[src/hdl/lmcr_pkg.sv]
package lmcr_pkg;

  localparam int unsigned ModulesDefault = 4;
  localparam int unsigned MaxModules     = 4;
  localparam int unsigned NumCols        = 8;
  localparam int unsigned ColIdxW        = 3;
  localparam int unsigned RowIdxW        = 5;
  localparam int unsigned CntW           = 3;
  localparam int unsigned WordW          = 64;
  localparam int unsigned BrightW        = 4;
  localparam int unsigned ScanW          = 3;
  localparam int unsigned CfgIdxW        = 2;
  localparam int unsigned CfgDataW       = 4;
  localparam int unsigned QDepth         = 2;
  localparam int unsigned QPtrW          = 1;
  localparam int unsigned QCntW          = 2;

  localparam logic [CfgIdxW-1:0] CfgBrightness = 2'd0;
  localparam logic [CfgIdxW-1:0] CfgScanDigits = 2'd1;

  localparam logic [BrightW-1:0] BrightReset = 4'd1;
  localparam logic [ScanW-1:0]   ScanReset   = 3'd7;

  localparam logic [7:0] RegDisplayTest = 8'h0F;
  localparam logic [7:0] RegScanLimit   = 8'h0B;
  localparam logic [7:0] RegDecodeMode  = 8'h09;
  localparam logic [7:0] RegIntensity   = 8'h0A;
  localparam logic [7:0] RegShutdown    = 8'h0C;

  localparam logic [CntW-1:0] LastCol  = 3'd7;
  localparam logic [CntW-1:0] LastInit = 3'd4;

  typedef enum logic [1:0] {
    OpSetPixel  = 2'd0,
    OpDraw      = 2'd1,
    OpInit      = 2'd2,
    OpClearDraw = 2'd3
  } opcode_e;

  typedef struct packed {
    opcode_e              op;
    logic [ColIdxW-1:0]   col;
    logic [RowIdxW-1:0]   row;
    logic                 val;
  } cmd_t;

  typedef struct packed {
    logic            draw_run;
    logic            init_run;
    logic [CntW-1:0] cnt;
  } back_status_t;

  function automatic logic [15:0] init_pair(input logic [CntW-1:0] idx,
                                            input logic [BrightW-1:0] bright,
                                            input logic [ScanW-1:0] scan);
    logic [15:0] pair;
    case (idx)
      3'd0:    pair = {RegDisplayTest, 8'h00};
      3'd1:    pair = {RegScanLimit, 5'd0, scan};
      3'd2:    pair = {RegDecodeMode, 8'h00};
      3'd3:    pair = {RegIntensity, 4'd0, bright};
      3'd4:    pair = {RegShutdown, 8'h01};
      default: pair = 16'h0000;
    endcase
    return pair;
  endfunction

endpackage

[src/hdl/lmcr_if.sv]
interface lmcr_cmd_if;
  logic       valid;
  logic       ready;
  logic [1:0] opcode;
  logic [3:0] column;
  logic [5:0] row;
  logic       pixel_value;

  modport source(output valid, opcode, column, row, pixel_value, input ready);
  modport sink(input valid, opcode, column, row, pixel_value, output ready);
endinterface

interface lmcr_word_if;
  logic        valid;
  logic        ready;
  logic [63:0] frame_word;
  logic        last;

  modport source(output valid, frame_word, last, input ready);
  modport sink(input valid, frame_word, last, output ready);
endinterface

interface lmcr_cfg_if;
  logic       valid;
  logic       ready;
  logic [1:0] index;
  logic [3:0] data;

  modport source(output valid, index, data, input ready);
  modport sink(input valid, index, data, output ready);
endinterface

[src/hdl/led_matrix_cascade_refresher.sv]
// Frame buffer and latch-word generator for a chain of MODULES 8x8 LED driver chips.
// A pixel write is first stored in the command queue and lands in the buffer when the
// word generator fetches it, later when earlier commands are still queued or running.
// A draw produces eight words, one per buffer column, at one word per cycle when the
// output side is ready, after the command fetch from the queue; the init sequence
// produces five words in the same way. Commands wait in a two-entry queue in front
// of the word generator, so input transfers continue while a draw is still running,
// until the queue is full. Each word is right aligned in 16*MODULES bits, and
// the final word of a run carries last. Configuration writes are taken at any time
// but should only be issued while the block is idle.
module led_matrix_cascade_refresher #(
  parameter int unsigned MODULES = lmcr_pkg::ModulesDefault
) (
  input  logic        clk_i,
  input  logic        rst_ni,
  lmcr_cmd_if.sink    in_ch,
  lmcr_word_if.source out_ch,
  lmcr_cfg_if.sink    cfg_ch
);

  logic                          push;
  logic                          pop;
  logic                          full;
  logic                          empty;
  lmcr_pkg::cmd_t                cmd;
  lmcr_pkg::cmd_t                head;
  lmcr_pkg::back_status_t        status;
  logic [lmcr_pkg::BrightW-1:0]  bright_q;
  logic [lmcr_pkg::ScanW-1:0]    scan_q;

  assign cfg_ch.ready = 1'b1;

  always_ff @(posedge clk_i or negedge rst_ni) begin
    if (!rst_ni) begin
      bright_q <= lmcr_pkg::BrightReset;
      scan_q   <= lmcr_pkg::ScanReset;
    end else if (cfg_ch.valid && cfg_ch.ready) begin
      if (cfg_ch.index == lmcr_pkg::CfgBrightness) begin
        bright_q <= cfg_ch.data[lmcr_pkg::BrightW-1:0];
      end else if (cfg_ch.index == lmcr_pkg::CfgScanDigits) begin
        scan_q <= cfg_ch.data[lmcr_pkg::ScanW-1:0];
      end
    end
  end

  lmcr_front #(.MODULES(MODULES)) u_front (
    .in_ch  (in_ch),
    .full_i (full),
    .push_o (push),
    .cmd_o  (cmd)
  );

  lmcr_fifo u_fifo (
    .clk_i   (clk_i),
    .rst_ni  (rst_ni),
    .push_i  (push),
    .cmd_i   (cmd),
    .pop_i   (pop),
    .full_o  (full),
    .empty_o (empty),
    .head_o  (head)
  );

  lmcr_back #(.MODULES(MODULES)) u_back (
    .clk_i    (clk_i),
    .rst_ni   (rst_ni),
    .empty_i  (empty),
    .head_i   (head),
    .bright_i (bright_q),
    .scan_i   (scan_q),
    .pop_o    (pop),
    .status_o (status),
    .out_ch   (out_ch)
  );

`ifndef SYNTHESIS
  a_init_cnt: assert property (@(posedge clk_i) disable iff (!rst_ni)
    status.init_run |-> status.cnt <= lmcr_pkg::LastInit)
    else $error("init counter past the last init word");

  a_last_word: assert property (@(posedge clk_i) disable iff (!rst_ni)
    out_ch.valid && out_ch.last |->
      out_ch.frame_word[15:8] == 8'h08 || out_ch.frame_word[15:8] == lmcr_pkg::RegShutdown)
    else $error("last marks a word that does not end a run");

  a_draw_hold: assert property (@(posedge clk_i) disable iff (!rst_ni)
    status.draw_run && out_ch.valid && !out_ch.ready |=> status.draw_run)
    else $error("draw left its state while the output was stalled");
`endif

endmodule

[src/hdl/lmcr_front.sv]
module lmcr_front #(
  parameter int unsigned MODULES = lmcr_pkg::ModulesDefault
) (
  lmcr_cmd_if.sink         in_ch,
  input  logic             full_i,
  output logic             push_o,
  output lmcr_pkg::cmd_t   cmd_o
);

  localparam logic [5:0] MaxRow = 6'(8 * MODULES);

  lmcr_pkg::opcode_e op;
  logic              in_range;
  logic [3:0]        col_m1;
  logic [5:0]        row_m1;

  assign op     = lmcr_pkg::opcode_e'(in_ch.opcode);
  assign col_m1 = in_ch.column - 4'd1;
  assign row_m1 = in_ch.row - 6'd1;

  assign in_range = (in_ch.column >= 4'd1) && (in_ch.column <= 4'd8) &&
                    (in_ch.row >= 6'd1) && (in_ch.row <= MaxRow);

  assign in_ch.ready = !full_i;

  // Pixel writes that fall outside the matrix are dropped here.
  assign push_o = in_ch.valid && in_ch.ready &&
                  ((op != lmcr_pkg::OpSetPixel) || in_range);

  assign cmd_o.op  = op;
  assign cmd_o.col = col_m1[lmcr_pkg::ColIdxW-1:0];
  assign cmd_o.row = row_m1[lmcr_pkg::RowIdxW-1:0];
  assign cmd_o.val = in_ch.pixel_value;

endmodule

[src/hdl/lmcr_fifo.sv]
module lmcr_fifo (
  input  logic           clk_i,
  input  logic           rst_ni,
  input  logic           push_i,
  input  lmcr_pkg::cmd_t cmd_i,
  input  logic           pop_i,
  output logic           full_o,
  output logic           empty_o,
  output lmcr_pkg::cmd_t head_o
);

  lmcr_pkg::cmd_t                     mem_q [lmcr_pkg::QDepth];
  logic [lmcr_pkg::QPtrW-1:0]         wr_ptr_q, wr_ptr_d;
  logic [lmcr_pkg::QPtrW-1:0]         rd_ptr_q, rd_ptr_d;
  logic [lmcr_pkg::QCntW-1:0]         cnt_q, cnt_d;

  assign full_o  = (cnt_q == lmcr_pkg::QCntW'(lmcr_pkg::QDepth));
  assign empty_o = (cnt_q == '0);
  assign head_o  = mem_q[rd_ptr_q];

  always_comb begin
    wr_ptr_d = wr_ptr_q;
    rd_ptr_d = rd_ptr_q;
    cnt_d    = cnt_q;
    if (push_i) begin
      wr_ptr_d = wr_ptr_q + 1'b1;
    end
    if (pop_i) begin
      rd_ptr_d = rd_ptr_q + 1'b1;
    end
    if (push_i && !pop_i) begin
      cnt_d = cnt_q + 2'd1;
    end else if (pop_i && !push_i) begin
      cnt_d = cnt_q - 2'd1;
    end
  end

  always_ff @(posedge clk_i or negedge rst_ni) begin
    if (!rst_ni) begin
      wr_ptr_q <= '0;
      rd_ptr_q <= '0;
      cnt_q    <= '0;
    end else begin
      wr_ptr_q <= wr_ptr_d;
      rd_ptr_q <= rd_ptr_d;
      cnt_q    <= cnt_d;
    end
  end

  always_ff @(posedge clk_i) begin
    if (push_i) begin
      mem_q[wr_ptr_q] <= cmd_i;
    end
  end

endmodule

[src/hdl/lmcr_back.sv]
module lmcr_back #(
  parameter int unsigned MODULES = lmcr_pkg::ModulesDefault
) (
  input  logic                          clk_i,
  input  logic                          rst_ni,
  input  logic                          empty_i,
  input  lmcr_pkg::cmd_t                head_i,
  input  logic [lmcr_pkg::BrightW-1:0]  bright_i,
  input  logic [lmcr_pkg::ScanW-1:0]    scan_i,
  output logic                          pop_o,
  output lmcr_pkg::back_status_t        status_o,
  lmcr_word_if.source                   out_ch
);

  localparam int unsigned BufW = 8 * MODULES;
  localparam int unsigned RowW = $clog2(BufW);

  typedef enum logic [2:0] {
    StIdle = 3'b001,
    StDraw = 3'b010,
    StInit = 3'b100
  } state_e;

  state_e                           state_q, state_d;
  logic [lmcr_pkg::CntW-1:0]        cnt_q, cnt_d;
  logic [BufW-1:0]                  fb_q [lmcr_pkg::NumCols];
  logic [BufW-1:0]                  fb_d [lmcr_pkg::NumCols];
  logic                             out_valid_q, out_valid_d;
  logic [lmcr_pkg::WordW-1:0]       word_q, word_d;
  logic                             last_q, last_d;
  logic [lmcr_pkg::WordW-1:0]       draw_word;
  logic [lmcr_pkg::WordW-1:0]       init_word;
  logic [7:0]                       col_addr;
  logic [15:0]                      pair;
  logic                             can_load;

  assign col_addr = {5'd0, cnt_q} + 8'd1;
  assign pair     = lmcr_pkg::init_pair(cnt_q, bright_i, scan_i);

  for (genvar m = 0; m < lmcr_pkg::MaxModules; m++) begin : g_mod
    if (m < MODULES) begin : g_used
      assign draw_word[16*m +: 16] = {col_addr, fb_q[cnt_q][8*m +: 8]};
      assign init_word[16*m +: 16] = pair;
    end else begin : g_unused
      assign draw_word[16*m +: 16] = 16'h0000;
      assign init_word[16*m +: 16] = 16'h0000;
    end
  end

  assign can_load = !out_valid_q || out_ch.ready;

  always_comb begin
    state_d     = state_q;
    cnt_d       = cnt_q;
    fb_d        = fb_q;
    word_d      = word_q;
    last_d      = last_q;
    out_valid_d = out_valid_q && !out_ch.ready;
    pop_o       = 1'b0;
    case (state_q)
      StIdle: begin
        if (!empty_i) begin
          pop_o = 1'b1;
          cnt_d = '0;
          case (head_i.op)
            lmcr_pkg::OpSetPixel: begin
              fb_d[head_i.col][head_i.row[RowW-1:0]] = head_i.val;
            end
            lmcr_pkg::OpDraw: begin
              state_d = StDraw;
            end
            lmcr_pkg::OpInit: begin
              state_d = StInit;
            end
            lmcr_pkg::OpClearDraw: begin
              for (int c = 0; c < lmcr_pkg::NumCols; c++) begin
                fb_d[c] = '0;
              end
              state_d = StDraw;
            end
            default: begin
            end
          endcase
        end
      end
      StDraw: begin
        if (can_load) begin
          out_valid_d = 1'b1;
          word_d      = draw_word;
          last_d      = (cnt_q == lmcr_pkg::LastCol);
          cnt_d       = cnt_q + 3'd1;
          if (cnt_q == lmcr_pkg::LastCol) begin
            state_d = StIdle;
          end
        end
      end
      StInit: begin
        if (can_load) begin
          out_valid_d = 1'b1;
          word_d      = init_word;
          last_d      = (cnt_q == lmcr_pkg::LastInit);
          cnt_d       = cnt_q + 3'd1;
          if (cnt_q == lmcr_pkg::LastInit) begin
            state_d = StIdle;
          end
        end
      end
      default: begin
        state_d = StIdle;
      end
    endcase
  end

  always_ff @(posedge clk_i or negedge rst_ni) begin
    if (!rst_ni) begin
      state_q     <= StIdle;
      cnt_q       <= '0;
      out_valid_q <= 1'b0;
      for (int c = 0; c < lmcr_pkg::NumCols; c++) begin
        fb_q[c] <= '0;
      end
    end else begin
      state_q     <= state_d;
      cnt_q       <= cnt_d;
      out_valid_q <= out_valid_d;
      fb_q        <= fb_d;
    end
  end

  always_ff @(posedge clk_i) begin
    word_q <= word_d;
    last_q <= last_d;
  end

  assign out_ch.valid      = out_valid_q;
  assign out_ch.frame_word = word_q;
  assign out_ch.last       = last_q;

  assign status_o.draw_run = (state_q == StDraw);
  assign status_o.init_run = (state_q == StInit);
  assign status_o.cnt      = cnt_q;

endmodule
[src/flat_wrapper.sv]
// flat-port wrapper written by rule: the top's interface ports become plain ports
module led_matrix_cascade_refresher_flat 
#(
  parameter int unsigned MODULES = lmcr_pkg::ModulesDefault
)
  (clk_i, rst_ni, in_ch_valid, in_ch_opcode, in_ch_column, in_ch_row, in_ch_pixel_value, in_ch_ready, out_ch_valid, out_ch_frame_word, out_ch_last, out_ch_ready, cfg_ch_valid, cfg_ch_index, cfg_ch_data, cfg_ch_ready);
  lmcr_cmd_if in_ch_i ();
  lmcr_word_if out_ch_i ();
  lmcr_cfg_if cfg_ch_i ();
  input  logic clk_i;
  input  logic rst_ni;
  input wire logic [$bits(in_ch_i.valid)-1:0] in_ch_valid;
  input wire logic [$bits(in_ch_i.opcode)-1:0] in_ch_opcode;
  input wire logic [$bits(in_ch_i.column)-1:0] in_ch_column;
  input wire logic [$bits(in_ch_i.row)-1:0] in_ch_row;
  input wire logic [$bits(in_ch_i.pixel_value)-1:0] in_ch_pixel_value;
  output wire logic [$bits(in_ch_i.ready)-1:0] in_ch_ready;
  output wire logic [$bits(out_ch_i.valid)-1:0] out_ch_valid;
  output wire logic [$bits(out_ch_i.frame_word)-1:0] out_ch_frame_word;
  output wire logic [$bits(out_ch_i.last)-1:0] out_ch_last;
  input wire logic [$bits(out_ch_i.ready)-1:0] out_ch_ready;
  input wire logic [$bits(cfg_ch_i.valid)-1:0] cfg_ch_valid;
  input wire logic [$bits(cfg_ch_i.index)-1:0] cfg_ch_index;
  input wire logic [$bits(cfg_ch_i.data)-1:0] cfg_ch_data;
  output wire logic [$bits(cfg_ch_i.ready)-1:0] cfg_ch_ready;
  assign in_ch_i.valid = in_ch_valid;
  assign in_ch_i.opcode = in_ch_opcode;
  assign in_ch_i.column = in_ch_column;
  assign in_ch_i.row = in_ch_row;
  assign in_ch_i.pixel_value = in_ch_pixel_value;
  assign in_ch_ready = in_ch_i.ready;
  assign out_ch_valid = out_ch_i.valid;
  assign out_ch_frame_word = out_ch_i.frame_word;
  assign out_ch_last = out_ch_i.last;
  assign out_ch_i.ready = out_ch_ready;
  assign cfg_ch_i.valid = cfg_ch_valid;
  assign cfg_ch_i.index = cfg_ch_index;
  assign cfg_ch_i.data = cfg_ch_data;
  assign cfg_ch_ready = cfg_ch_i.ready;
  led_matrix_cascade_refresher #(.MODULES(MODULES)) u_core (.clk_i(clk_i), .rst_ni(rst_ni), .in_ch(in_ch_i), .out_ch(out_ch_i), .cfg_ch(cfg_ch_i));
endmodule
[config.mk]
export PLATFORM = sky130hd
export DESIGN_NAME = led_matrix_cascade_refresher_flat
export DESIGN_NICKNAME = d
export VERILOG_FILES = /design/src/hdl/lmcr_pkg.sv /design/src/hdl/lmcr_if.sv /design/src/hdl/led_matrix_cascade_refresher.sv /design/src/hdl/lmcr_front.sv /design/src/hdl/lmcr_fifo.sv /design/src/hdl/lmcr_back.sv /design/src/flat_wrapper.sv
export SDC_FILE = /design/constraint.sdc
export NUM_CORES = 1
export LEC_CHECK = 0
export BUFFER_PORTS_ARGS = -buffer_cell sky130_fd_sc_hd__buf_2
export CORE_ASPECT_RATIO = 1.75
export CORE_MARGIN = 3
export CORE_UTILIZATION = 60
export CTS_CLUSTER_DIAMETER = 60
export DETAILED_ROUTE_END_ITERATION = 6
export PLACE_DENSITY_LB_ADDON = 0.05
export SETUP_SLACK_MARGIN = 0.05
export SKIP_LAST_GASP = 1
export SLEW_MARGIN = 10
export SYNTH_ARGS = -nofsm -noshare
export SYNTH_HDL_FRONTEND = slang
export SYNTH_SLANG_ARGS = --single-unit
[constraint.sdc]
create_clock -name clk_i -period 6.65 [get_ports clk_i]
set_input_delay 0.665 -clock clk_i [delete_from_list [all_inputs] [get_ports clk_i]]
set_output_delay 0.665 -clock clk_i [all_outputs]
set_load 0.1 [all_outputs]
==> out/results.ini <==
[synth]
ys_warn_count = 0
yosysSeqAreaShare_pct = 49.93
synthFlopType = dfrtp_1
synth_edf_count = 59
async_reset_ff_share_pct = 82.28
synth_seq_cells = 333
synth_cell_type_count = 66
syn_inst = 1438
netlist_area_sq_mm = 0.01729
syn_area_per_cell_sq_um = 12.02

[sta]
min_period_ns = 3.923
slew_viol_final = 0
fin_crit_sh_pct = 58.99
hold_viol = 0
slew_headroom_pct = 24.55
setup_viol = 0
finalClockSkew_ns = 0.02661
fin_tns_setup_ns = 0
max_freq_mhz = 254.9
rsz0062_at_grt = false
worst_pin_slew_ns = 1.130

[finish]
final_nets = 1449
drive_gt1_share_pct = 21.91
fillers = 2216
mostFrequentLayoutCell = nand2_1
fin_util_pct = 65.39
final_cell_mix = 305 x nand2_1, 266 x dfrtp_1, 256 x a32o_1
diodes = 0
synthToLayoutAreaGrowth_pct = 6.541
finalInstanceArea_sq_mm = 0.01842

[cts]
cts_buffer_depth = 3
path_clk_slew_ns = 0.06
cts_made_buffers = 31
cts_setup_buffers = 0
ctsRootBufferMaster = clkbuf_16
ctsHoldBuffers = 0
htreeDepth = 1
cts_tree = yes
cts-resized-gates = 0
cts_sinks = 333
insertion_delay_ns = 0.58

[flow_run]
cap_viol_max_count = 0

[place]
gp_congestion = 0.8083
place.port_buffers = 74
post-dp-hpwl_um = 27260
dpl-instance-area_sq_mm = 0.01746

[pwr]
power_mw = 6.103
p_int_mw = 3.755
clockPowerShare_pct = 28.1
power_density_mw_per_mm2 = 331.3
p_seq_share_pct = 40.9
leakage_nw = 7.165
share_comb_of_total_power_pct = 31.0
switchingPower_mw = 2.348
p_sw_share_pct = 38.47
vdd_drop_max_v = 0.0002780

[route]
vias = 12600
wire_per_inst_um = 26.47
drtAntennaViolNets = 0
drt_iter0_markers = 1314
vias_per_cell = 6.978
wl_um = 47800
drc_errors = 0
dr.pass1.iters = 6

[global_route]
grt_max_degree = 144
grt.total_usage_pct = 30.84
grt_pass1_wl_um = 74000
antenna_found_initial = 0
grt_overflow = 0
first_global_vias = 12400

[die]
core_sq_mm = 0.02817
start_util_pct = 61.37
num_rows = 81
io_pins = 92
dieArea_sq_mm = 0.03097
dieWidth_um = 134.3
die_h_um = 230.6

[worst_setup_path]
worstSetupEndpointType = flop
crit_path_start_kind = flop
r2r_start = u_core.u_fifo.rd_ptr_q
crit_arrival_ns = 4.43
required_ns = 7.15
setup.worst_path.class = flop to flop
critPathMaxFanout = 80
cp-startpoint = u_core.u_fifo.rd_ptr_q

[min_path]
min_path_type = input pin to asynchronous set/reset pin

[outcome]
status = complete, no violations

-- metrics by stage --
step	hold slack (ns)	instances	setup WS [ns]
floorplan	0.3694	1453	1.870
global placement	0.4947	1749	2.824
detailed placement	0.5022	1749	2.765
CTS	0.2673	1806	2.750
global route	0.2865	1806	2.436
finish	0.2021	1806	2.727
-- routing by layer --
layer / share of wire [%] / track usage, %
met1: 39 / 40.46
met2: 51 / 52.14
met3: 6.2 / 3.402
met4: 4.4 / 13.34
met5: 0 / 0
-- sequential cells by signal, summed over array words and instances (netlist names) --
name / cells
u_core.bright_q: 4
u_core.u_back.out_ch.frame_word: 36
u_core.u_back.cnt_q: 3
u_core.u_fifo.cnt_q: 2
u_core.u_back.fb_q: 256
u_core.u_back.out_ch.last: 1
u_core.u_fifo.rd_ptr_q: 1
u_core.u_fifo.mem_q: 22
u_core.u_back.out_ch.valid: 1
u_core.u_fifo.wr_ptr_q: 1
u_core.scan_q: 3
u_core.u_back.state_q: 3
-- cell type report --
class	instances	area, sq um	share of cell area, %
clock buffers	44	864.6	4.693
inverters	13	48.80	0.2649
well taps	373	466.7	2.533
clock inverters	13	92.59	0.5026
flip-flops and latches	333	8641	46.90
multi-input cells	927	7686	41.72
repair buffers	103	623.1	3.382
-- logic make-up (layout without fill, tap and decap cells) --
family | Yosys count | in the layout | synth area share (%)
buf+inv | 193 | 173 | 6.382
mux | 93 | 93 | 9.161
simple gates | 419 | 419 | 11.66
xor+xnor | 8 | 8 | 0.4052
flops | 333 | 333 | 49.93
other cells | 2 | 17 | 0.04343
fa+ha+maj | 16 | 16 | 1.158
compound gates | 374 | 374 | 21.26
-- final timing paths --
| kind | endpoint | slack [ns] | cells after the start |
|---|---|---|---|
| min | u_core.bright_q[3] | 0.20 | 1 |
| min in group clk_i | u_core.u_fifo.mem_q[1][0] | 0.31 | 1 |
| max in group asynchronous | u_core.u_back.fb_q[228] | 4.96 | 2 |
| max | u_core.u_back.fb_q[47] | 2.73 | 8 |
| max reg2reg | u_core.u_back.fb_q[47] | 2.73 | 8 |
| min reg2reg | u_core.bright_q[3] | 0.51 | 1 |
-- synth_stat cells (21+ instances only) --
cell type | count | share of area (%)
a21oi_1 | 23 | 0.67
a22oi_2 | 21 | 1.5
a32o_1 | 256 | 15
buf_2 | 54 | 1.6
buf_4 | 47 | 2.0
clkbuf_1 | 57 | 1.2
dfrtp_1 | 269 | 39
edfxtp_1 | 59 | 10
mux2_2 | 41 | 2.7
mux4_2 | 48 | 6.3
nand2_1 | 306 | 6.6
nor2_1 | 33 | 0.72
-- power groups by stage --
stage	Clock [mW]	Sequential, mW	Combinational (mW)
floorplan	0	2.68	1.33
global placement	0	2.52	1.86
detailed placement	0	2.53	1.89
CTS	1.73	2.50	1.89
global route	1.82	2.53	2.00
finish	1.71	2.50	1.89
-- critical path, stage by stage (launching register included) --
cell	delay [ns]
dfrtp_1	0.33
buf_4	0.44
mux2i_1	0.42
ha_1	0.33
nand3b_2	0.41
nor2_1	0.15
nand2_4	0.63
buf_4	0.77
a32o_1	0.29
(Power assumes the default switching activity.)
